[src/rtl/pidrc_pkg.sv]
// ----------------------------------------------------------------------------
// PID regulator package
// Widths, fixed-point constants and register indexes shared by the regulator.
// ----------------------------------------------------------------------------
package pidrc_pkg;

  localparam int SampleW   = 16;
  localparam int ErrorW    = SampleW + 1;
  localparam int GainW     = 24;
  localparam int LimitW    = 15;
  localparam int QFrac     = 12;
  localparam int IntegralW = LimitW + QFrac + 1;

  localparam int CfgIndexW = 3;
  localparam int CfgDataW  = GainW;

  localparam logic [CfgIndexW-1:0] REG_GAIN_P         = 3'd0;
  localparam logic [CfgIndexW-1:0] REG_GAIN_I         = 3'd1;
  localparam logic [CfgIndexW-1:0] REG_GAIN_D         = 3'd2;
  localparam logic [CfgIndexW-1:0] REG_INTEGRAL_LIMIT = 3'd3;
  localparam logic [CfgIndexW-1:0] REG_OUTPUT_LIMIT   = 3'd4;

endpackage

[src/rtl/pid_regulator_clamped.sv]
// ----------------------------------------------------------------------------
// PID regulator with integral clamp
// Positional fixed-point PID controller with a clamped integral and a
// saturated drive output.
// ----------------------------------------------------------------------------
// The regulator takes one word per clock cycle while the output side is not
// stalled; each word passes the input register, then the result register.
// The cycle is set by the integral loop: the error multiply by gain_i, the add
// to the stored integral and the clamp all complete between the input register
// and the result register, alongside the proportional and derivative
// multiplies. Gains are unsigned Q12.12, the integral keeps 12 fraction bits,
// and the drive is the floor of the Q12 sum saturated to the output limit.
// The user writes configuration only while no word is in flight; unchecked.
module pid_regulator_clamped
  import pidrc_pkg::*;
(
  input  logic                        clk,
  input  logic                        rst,
  input  logic                        in_valid,
  output logic                        in_ready,
  input  logic signed [SampleW-1:0]   target,
  input  logic signed [SampleW-1:0]   measured,
  output logic                        out_valid,
  input  logic                        out_ready,
  output logic signed [SampleW-1:0]   drive,
  input  logic                        cfg_we,
  input  logic        [CfgIndexW-1:0] cfg_index,
  input  logic        [CfgDataW-1:0]  cfg_data
);

  localparam int PTermW = ErrorW + GainW;
  localparam int DErrW  = ErrorW + 1;
  localparam int DTermW = DErrW + GainW;
  localparam int NewIW  = DTermW;
  localparam int SumW   = DTermW + 2;
  localparam int FloorW = SumW - QFrac;

  logic [GainW-1:0]  gain_p;
  logic [GainW-1:0]  gain_i;
  logic [GainW-1:0]  gain_d;
  logic [LimitW-1:0] integral_limit;
  logic [LimitW-1:0] output_limit;

  logic                      s0_valid;
  logic signed [SampleW-1:0] target_q;
  logic signed [SampleW-1:0] measured_q;

  logic signed [IntegralW-1:0] integral_acc;
  logic signed [ErrorW-1:0]    previous_error;

  logic                        out_en;
  logic signed [ErrorW-1:0]    err;
  logic signed [DErrW-1:0]     derr;
  logic signed [PTermW-1:0]    p_term;
  logic signed [PTermW-1:0]    i_prod;
  logic signed [DTermW-1:0]    d_term;
  logic signed [NewIW-1:0]     new_i;
  logic signed [NewIW-1:0]     lim_pos;
  logic signed [IntegralW-1:0] integral_next;
  logic signed [SumW-1:0]      sum;
  logic signed [FloorW-1:0]    sum_floor;
  logic signed [FloorW-1:0]    olim;
  logic signed [SampleW-1:0]   drive_next;

  assign out_en   = s0_valid && (!out_valid || out_ready);
  assign in_ready = !s0_valid || out_en;

  always_ff @(posedge clk) begin
    if (rst) begin
      gain_p         <= '0;
      gain_i         <= '0;
      gain_d         <= '0;
      integral_limit <= '0;
      output_limit   <= '0;
    end else if (cfg_we) begin
      case (cfg_index)
        REG_GAIN_P:         gain_p         <= cfg_data;
        REG_GAIN_I:         gain_i         <= cfg_data;
        REG_GAIN_D:         gain_d         <= cfg_data;
        REG_INTEGRAL_LIMIT: integral_limit <= cfg_data[LimitW-1:0];
        REG_OUTPUT_LIMIT:   output_limit   <= cfg_data[LimitW-1:0];
        default: ;
      endcase
    end
  end

  always_comb begin
    err     = $signed({target_q[SampleW-1], target_q})
            - $signed({measured_q[SampleW-1], measured_q});
    derr    = $signed({err[ErrorW-1], err})
            - $signed({previous_error[ErrorW-1], previous_error});
    p_term  = PTermW'(err) * PTermW'($signed({1'b0, gain_p}));
    i_prod  = PTermW'(err) * PTermW'($signed({1'b0, gain_i}));
    d_term  = DTermW'(derr) * DTermW'($signed({1'b0, gain_d}));
    new_i   = NewIW'(integral_acc) + NewIW'(i_prod);
    lim_pos = NewIW'($signed({1'b0, integral_limit, {QFrac{1'b0}}}));

    if (gain_i == '0) begin
      integral_next = '0;
    end else if (new_i > lim_pos) begin
      integral_next = IntegralW'(lim_pos);
    end else if (new_i < -lim_pos) begin
      integral_next = IntegralW'(-lim_pos);
    end else begin
      integral_next = new_i[IntegralW-1:0];
    end

    sum       = SumW'(p_term) + SumW'(integral_next) + SumW'(d_term);
    sum_floor = sum[SumW-1:QFrac];
    olim      = $signed({{(FloorW-LimitW){1'b0}}, output_limit});

    if (sum_floor >= olim) begin
      drive_next = $signed({1'b0, output_limit});
    end else if (sum_floor < -olim) begin
      drive_next = -$signed({1'b0, output_limit});
    end else begin
      drive_next = sum_floor[SampleW-1:0];
    end
  end

  always_ff @(posedge clk) begin
    if (rst) begin
      s0_valid       <= 1'b0;
      out_valid      <= 1'b0;
      integral_acc   <= '0;
      previous_error <= '0;
    end else begin
      if (in_ready) begin
        s0_valid <= in_valid;
      end
      if (out_en) begin
        out_valid      <= 1'b1;
        integral_acc   <= integral_next;
        previous_error <= err;
      end else if (out_ready) begin
        out_valid <= 1'b0;
      end
    end
  end

  always_ff @(posedge clk) begin
    if (in_valid && in_ready) begin
      target_q   <= target;
      measured_q <= measured;
    end
    if (out_en) begin
      drive <= drive_next;
    end
  end

  // The integral is cleared whenever a word passes with zero integral gain.
  a_integral_cleared: assert property (@(posedge clk) disable iff (rst)
    (out_en && gain_i == '0) |=> (integral_acc == '0))
    else $error("integral not cleared with zero integral gain");

  // A held result always respects the output limit.
  a_drive_limited: assert property (@(posedge clk) disable iff (rst)
    out_valid |-> (drive <= $signed({1'b0, output_limit})
                   && drive >= -$signed({1'b0, output_limit})))
    else $error("drive outside output limit");

  // The stored error follows the word that just completed.
  a_prev_error: assert property (@(posedge clk) disable iff (rst)
    out_en |=> (previous_error == $past(err)))
    else $error("previous error not updated");

  // A new result only appears when a word was waiting in the input register.
  a_result_source: assert property (@(posedge clk) disable iff (rst)
    $rose(out_valid) |-> $past(s0_valid))
    else $error("result without a pending word");

endmodule
[config.mk]
export PLATFORM = sky130hd
export DESIGN_NAME = pid_regulator_clamped
export DESIGN_NICKNAME = d
export VERILOG_FILES = /design/src/rtl/pidrc_pkg.sv /design/src/rtl/pid_regulator_clamped.sv
export SDC_FILE = /design/constraint.sdc
export NUM_CORES = 2
export LEC_CHECK = 0
export BUFFER_PORTS_ARGS = -buffer_cell sky130_fd_sc_hd__buf_2
export CAP_MARGIN = 10
export CORE_ASPECT_RATIO = 0.5
export CORE_MARGIN = 2
export CORE_UTILIZATION = 40
export DETAILED_ROUTE_END_ITERATION = 6
export GPL_ROUTABILITY_DRIVEN = 0
export MAX_ROUTING_LAYER = met4
export PLACE_DENSITY = 0.62
export SYNTH_ARGS = -nofsm -noshare
export SYNTH_HDL_FRONTEND = slang
export SYNTH_SLANG_ARGS = --single-unit
export TNS_END_PERCENT = 1
[constraint.sdc]
create_clock -name clk -period 17.3 [get_ports clk]
set_clock_uncertainty 0.2 [all_clocks]
set_input_delay 2.595 -clock clk [delete_from_list [all_inputs] [get_ports clk]]
set_output_delay 2.595 -clock clk [all_outputs]
set_load 0.01 [all_outputs]
---- Word level (Yosys, flattened, before mapping) ----
Cells that the tools add are included.
word-level totals
  bits in registers ....................... 197
  input port bits ......................... 64
  output and inout bits ................... 18
  logic and storage cells ................. 53
operators by class
  add/sub/neg operators ................... 8
  $mul .................................... 3
  magnitude comparators ................... 4
  eq/ne operators ......................... 4
  muxes and demuxes ....................... 7
  reductions and logical operators ........ 14
operator list
  operator            number
  $mux 28             3
  $mul 17x25->41      2
  $add 42x42->43      1
  $add 28x41->42      1
  $add 41x28->42      1
  $gt 42x28->1        1
  $lt 42x42->1        1
  $mul 18x25->42      1
  $neg 27->42         1
  $lt 31x32->1        1
  $neg 15->32         1
  $ge 31x16->1        1
  $logic_not 24->1    1
  $sub 17x17->18      1
  $sub 16x16->17      1
  $mux 16             1
  $neg 15->16         1
  $mux 15             1
  $reduce_and 2->1    5
  $eq 3x2->1 const B  2
  $eq 3x1->1 const B  1
  $eq 3x3->1 const B  1
  $logic_not 3->1     1
  $logic_and 1x1->1   2
  other kinds (4)     7

---- Logic depth before layout (Yosys ltp) ----
  depth in word-level cells ............... 12
  depth in mapped cells ................... 99
  depth with buffers taken out ............ 95

---- Worst setup path after synthesis ----
No wires, ideal clock.
  path kind ............................... reg-to-reg
  start ................................... register target_q[0]
  end ..................................... register drive[6], data pin
  arrival ................................. 17904 ps
  slack ................................... -1068 ps
  stages on the path, launching flop included .. 97
  buffers on the path ..................... 4
  period minus slack after synthesis ...... 18368 ps
  cells stage by stage .................... edfxtp_1 -> inv_1 -> ha_1 -> fa_1 -> nor2b_1 -> o21ai_0 -> nand2b_1 -> and2_1 -> o21ai_0 -> nand2b_1 -> a21o_1 -> a21o_1 -> a21o_1 -> a21o_1 -> a21o_1 -> a21o_1 -> a21oi_1 -> o21ai_0 -> [... 61 more ...] -> o21a_1 -> o21a_1 -> o21a_1 -> o21ai_0 -> nand2b_1 -> a21oi_1 -> o21ai_0 -> a21oi_1 -> o21ai_0 -> a221oi_1 -> o21ai_0 -> maj3_1 -> a31oi_1 -> maj3_2 -> o21bai_4 -> buf_6 -> o21ai_1 -> a22oi_2
on the way
  word-level cells in the longest chain between the ends .. 12
  elaborated cells on any way between the ends .. 17
  those cells by class .................... add/sub: 5; mul: 3; order compare: 4; mux: 5
ends and longest elaborated chain
  what                    line                          text
  start, declared         pid_regulator_clamped.sv:45   logic signed [SampleW-1:0] target_q;
  start signal, assigned  pid_regulator_clamped.sv:143  target_q <= target;
  $sub 16x16->17 *        pid_regulator_clamped.sv:89   - $signed({measured_q[SampleW-1], measured_q});
  $mul 17x25->41          pid_regulator_clamped.sv:93   i_prod = PTermW'(err) * PTermW'($signed({1'b0, gain_i}));
  $add 28x41->42          pid_regulator_clamped.sv:95   new_i = NewIW'(integral_acc) + NewIW'(i_prod);
  $lt 42x42->1            pid_regulator_clamped.sv:102  end else if (new_i < -lim_pos) begin
  $mux 28                 pid_regulator_clamped.sv:102
  $mux 28                 pid_regulator_clamped.sv:100  end else if (new_i > lim_pos) begin
  $mux 28                 pid_regulator_clamped.sv:98   if (gain_i == '0) begin
  $add 41x28->42          pid_regulator_clamped.sv:108  sum = SumW'(p_term) + SumW'(integral_next) + SumW'(d_term);
  $add 42x42->43 *        pid_regulator_clamped.sv:108
  $lt 31x32->1            pid_regulator_clamped.sv:114  end else if (sum_floor < -olim) begin
  $mux 16                 pid_regulator_clamped.sv:114
  $mux 15 *               pid_regulator_clamped.sv:112  if (sum_floor >= olim) begin
  via drive_next[6]       pid_regulator_clamped.sv:63   logic signed [SampleW-1:0] drive_next;
  end signal, assigned    pid_regulator_clamped.sv:147  drive <= drive_next;
  end, declared           pid_regulator_clamped.sv:25   output logic signed [SampleW-1:0] drive,
The timed path passes the listed nets; every way through them passes the cells marked *.
A chain may end at the register's enable or synchronous reset.

---- Worst setup path after layout ----
  start ................................... register target_q[0]
  end ..................................... register drive[2], data pin
Same word-level chain as after synthesis.

==> out/metrics.csv <==
stage;metric;value;unit
routing;vias;45268;
clock_network;htreeDepth;4;
timing;fin_crit_sh;104;%
critical_path;cp-start-kind;flip-flop;
timing;rsz0062_at_grt;yes;
clock_network;clk_latency;0.54;ns
power_and_ir_drop;p_clk_share;6.5;%
placed_design;place_hpwl;133;mm
layout;drive_above_1_share;11.7;%
power_and_ir_drop;power_switching;3.58;mW
power_and_ir_drop;power_density;110;mW/mm2
floorplan;num_rows;97;
critical_path;cp.required;17.39;ns
grt;antenna_found_initial;6;
timing;tightest_slew;1.06;ns
grt;grt-ovfl-total;0;
critical_path;crit_path_frequent_cell;a21o_1;
timing;fin_ws;-0.647;ns
clock_network;clkSlewWorstSetupHoldPaths;0.09;ns
synth;ys_types;99;
floorplan;die-area;0.145;mm2
routing;dr.pass1.iters;6;
critical_path;critPathKind;reg2reg;
synth;syn_inst;6705;
timing;whs;0.258;ns
routing;wl;163;mm
floorplan;start_util;40.4;%
timing;slew_violations;0;
timing;relSlewSlack;29.5;%
critical_path;crit_path_top_delay_cell;fa_1;
power_and_ir_drop;swShare;51.5;%
power_and_ir_drop;pwr-share-comb;85.3;%
synth;synth.cell_area;0.0567;mm2
placed_design;dp_slack;-0.914;ns
timing;hold_viol;0;
synth;synth_commonest_cells;1362 x inv_1, 1133 x nand2_1, 1054 x fa_1;
synth;yosysWarnings;0;
timing;fmax;55.7;MHz
timing;setup_violations;16;
outcome;status;finished with violations;
routing;drtIter0Drc;2908;
critical_path;cpPeakStageDelay;0.54;ns
layout;final-instance-count-excl-fill;8824;
grt;first_global_vias;46599;
routing;drc;0;
clock_network;cts_tree;done;
power_and_ir_drop;p_int;3.38;mW
critical_path;cp-end-kind;flip-flop;
synth;syn-num-nets;8446;
timing;fin_setup_tns;-9.33;ns
clock_network;cts_sinks;197;
layout;area_growth;11.7;%
critical_path;regToRegSetupSlack;-0.65;ns
synth;synth.top_cell.area_share;37.2;%
grt;grt_usage;23.8;%
synth;synth-seq-area-share;7.81;%
layout;fillerInstances;13770;
routing;via_per_inst;5.13;
floorplan;core_region_area;0.140;mm2
job;drv_cap;0;
routing;drt-wirelength-per-cell;18.5;um
critical_path;crit_arrival;18.04;ns
grt;grt_pass1_wl;262;mm
placed_design;io_buffers;81;
layout;nets;8665;
routing;ant_nets;0;
clock_network;clock-root-buffer;clkbuf_16;
timing;period_needed;17.95;ns
synth;synth_ff_type;dfxtp_1;
floorplan;die_h;270;um
power_and_ir_drop;pwr-share-seq;8.2;%
synth;synth_top_area_cell;fa_1;
synth;avgSynthCellArea;8.45;um2
clock_network;cts_buffers;17;
floorplan;ioPinCount;82;
floorplan;die_w;536;um
synth;synthTopCellsByArea;fa_1 37%, ha_1 14%, inv_1 9.0%;
power_and_ir_drop;ir_drop;0.203;mV
grt;grt_max_degree;81;
worst_hold_path;hold_class;reg2reg;
power_and_ir_drop;p_leak;32.1;nW
outcome;violations;setup timing;
synth;yosysMostFrequentCell;inv_1;
placed_design;placed_cells;8767;
clock_network;cts_buffer_depth;2;
synth;yosys_register_bits;197;
synth;synth_edf_count;48;
synth;async_reset_ff_share;0;%
critical_path;crit_fanout;7;
## worst paths after layout
kind | endpoint | startpoint | cells after the start
worst min-delay path | gain_i[22]$_SDFFE_PP0P_ | gain_i[22]$_SDFFE_PP0P_ | 2
worst max-delay path | drive[2]$_DFFE_PP_ | target_q[0]$_DFFE_PP_ | 95
worst min register to register | gain_i[22]$_SDFFE_PP0P_ | gain_i[22]$_SDFFE_PP0P_ | 2
worst max register to register | drive[2]$_DFFE_PP_ | target_q[0]$_DFFE_PP_ | 95
## stage by stage
step           total power [mW]  utilization (%)  cell area [um2]
6_report                   6.96             45.1            63300
5_1_grt                    7.62             45.1            63300
4_1_cts                    6.75             44.8            62800
3_5_place_dp               6.11             44.2            62000
3_3_place_gp               6.07             44.2            62000
2_1_floorplan              3.99                -            56800
## final cells by class
cell class	count	area, um2	share of cell area [%]
Multi-Input combinational cell	4806	46700	73.9
Inverter	1363	5120	8.08
Sequential cell	197	4420	6.99
Timing Repair Buffer	539	4000	6.32
Tap cell	1881	2350	3.72
Clock buffer	17	425	0.672
Clock inverter	15	218	0.344
Antenna cell	6	15.0	0.0237
## metal layers
| layer | GRT usage, % | wire, um | part of all wire (%) | vias up |
|---|---|---|---|---|
| met4 | 6.10 | 4000 | 2.5 | 0 |
| met2 | 37.0 | 74400 | 46 | 1332 |
| met1 | 32.6 | 73500 | 45 | 22808 |
| met5 | - | 0 | 0 | - |
| met3 | 3.25 | 11000 | 6.8 | 211 |
| li1 | - | - | - | 20917 |
## power by group through the flow
| stage | combinational, mW | sequential, mW | clock (mW) |
|---|---|---|---|
| 4_1_cts | 5.72 | 0.570 | 0.466 |
| 3_3_place_gp | 5.48 | 0.582 | 0 |
| 6_report | 5.93 | 0.570 | 0.455 |
| 2_1_floorplan | 3.43 | 0.558 | 0 |
| 5_1_grt | 6.57 | 0.572 | 0.480 |
| 3_5_place_dp | 5.54 | 0.578 | 0 |
## state kept, by name (all words and copies together) (netlist names)
| signal | count |
|---|---|
| measured_q | 16 |
| output_limit | 15 |
| gain_p | 24 |
| previous_error | 17 |
| drive | 16 |
| integral_limit | 15 |
| gain_d | 24 |
| out_valid | 1 |
| s0_valid | 1 |
| gain_i | 24 |
| target_q | 16 |
| integral_acc | 28 |
## layout by cell type (no fill, tap or decap), types with 20 or more instances in the layout
master / instances
nand3_1: 44
edfxtp_1: 48
dfxtp_1: 149
o21bai_1: 36
buf_4: 446
ha_1: 613
nand2b_1: 47
nor2b_1: 130
buf_2: 80
nand2_1: 1123
o21ai_0: 97
xor2_1: 55
nor3_1: 38
xnor2_1: 139
a21oi_1: 295
a21o_1: 90
and2_1: 329
nor4_1: 20
a31oi_1: 26
fa_1: 1052
nand4_1: 24
nor2_1: 189
inv_1: 1354
or2_2: 75
o21a_1: 31
## cells by family (layout without fill, tap and decap cells)
group                    count (synthesis)  count (layout)  share of synthesized area [%]
AND/OR/NAND/NOR                       2111            2112                           17.4
buffers and inverters                 1706            1934                           11.4
adder cells (fa/ha/maj)               1680            1680                           51.0
AO/OA/AOI/OAI                          778             781                           8.76
XOR/XNOR                               219             219                           3.38
flip-flops                             197             197                           7.81
multiplexers                            14              14                          0.260
other                                    0               6                              0
## critical path, delay by kind of cell (launching register included)
| family | cells | cell delay, ns |
|---|---|---|
| AO/OA/AOI/OAI | 48 | 7.68 |
| adder cells (fa/ha/maj) | 17 | 5.88 |
| AND/OR/NAND/NOR | 18 | 2.31 |
| buffers and inverters | 9 | 0.74 |
| flip-flops | 1 | 0.39 |
| XOR/XNOR | 2 | 0.31 |
| multiplexers | 1 | 0.20 |
## timing repair
| item | CTS | global route |
|---|---|---|
| gates cloned | 3 | 1 |
| pin swaps | 7 | 100 |
| endpoints found under the setup margin | 16 | 16 |
| buffers inserted | 4 | 11 |
| resized for setup | 8 | 85 |
| hold buffers | 0 | 0 |
Note: power is estimated with default switching activity, not from simulation.
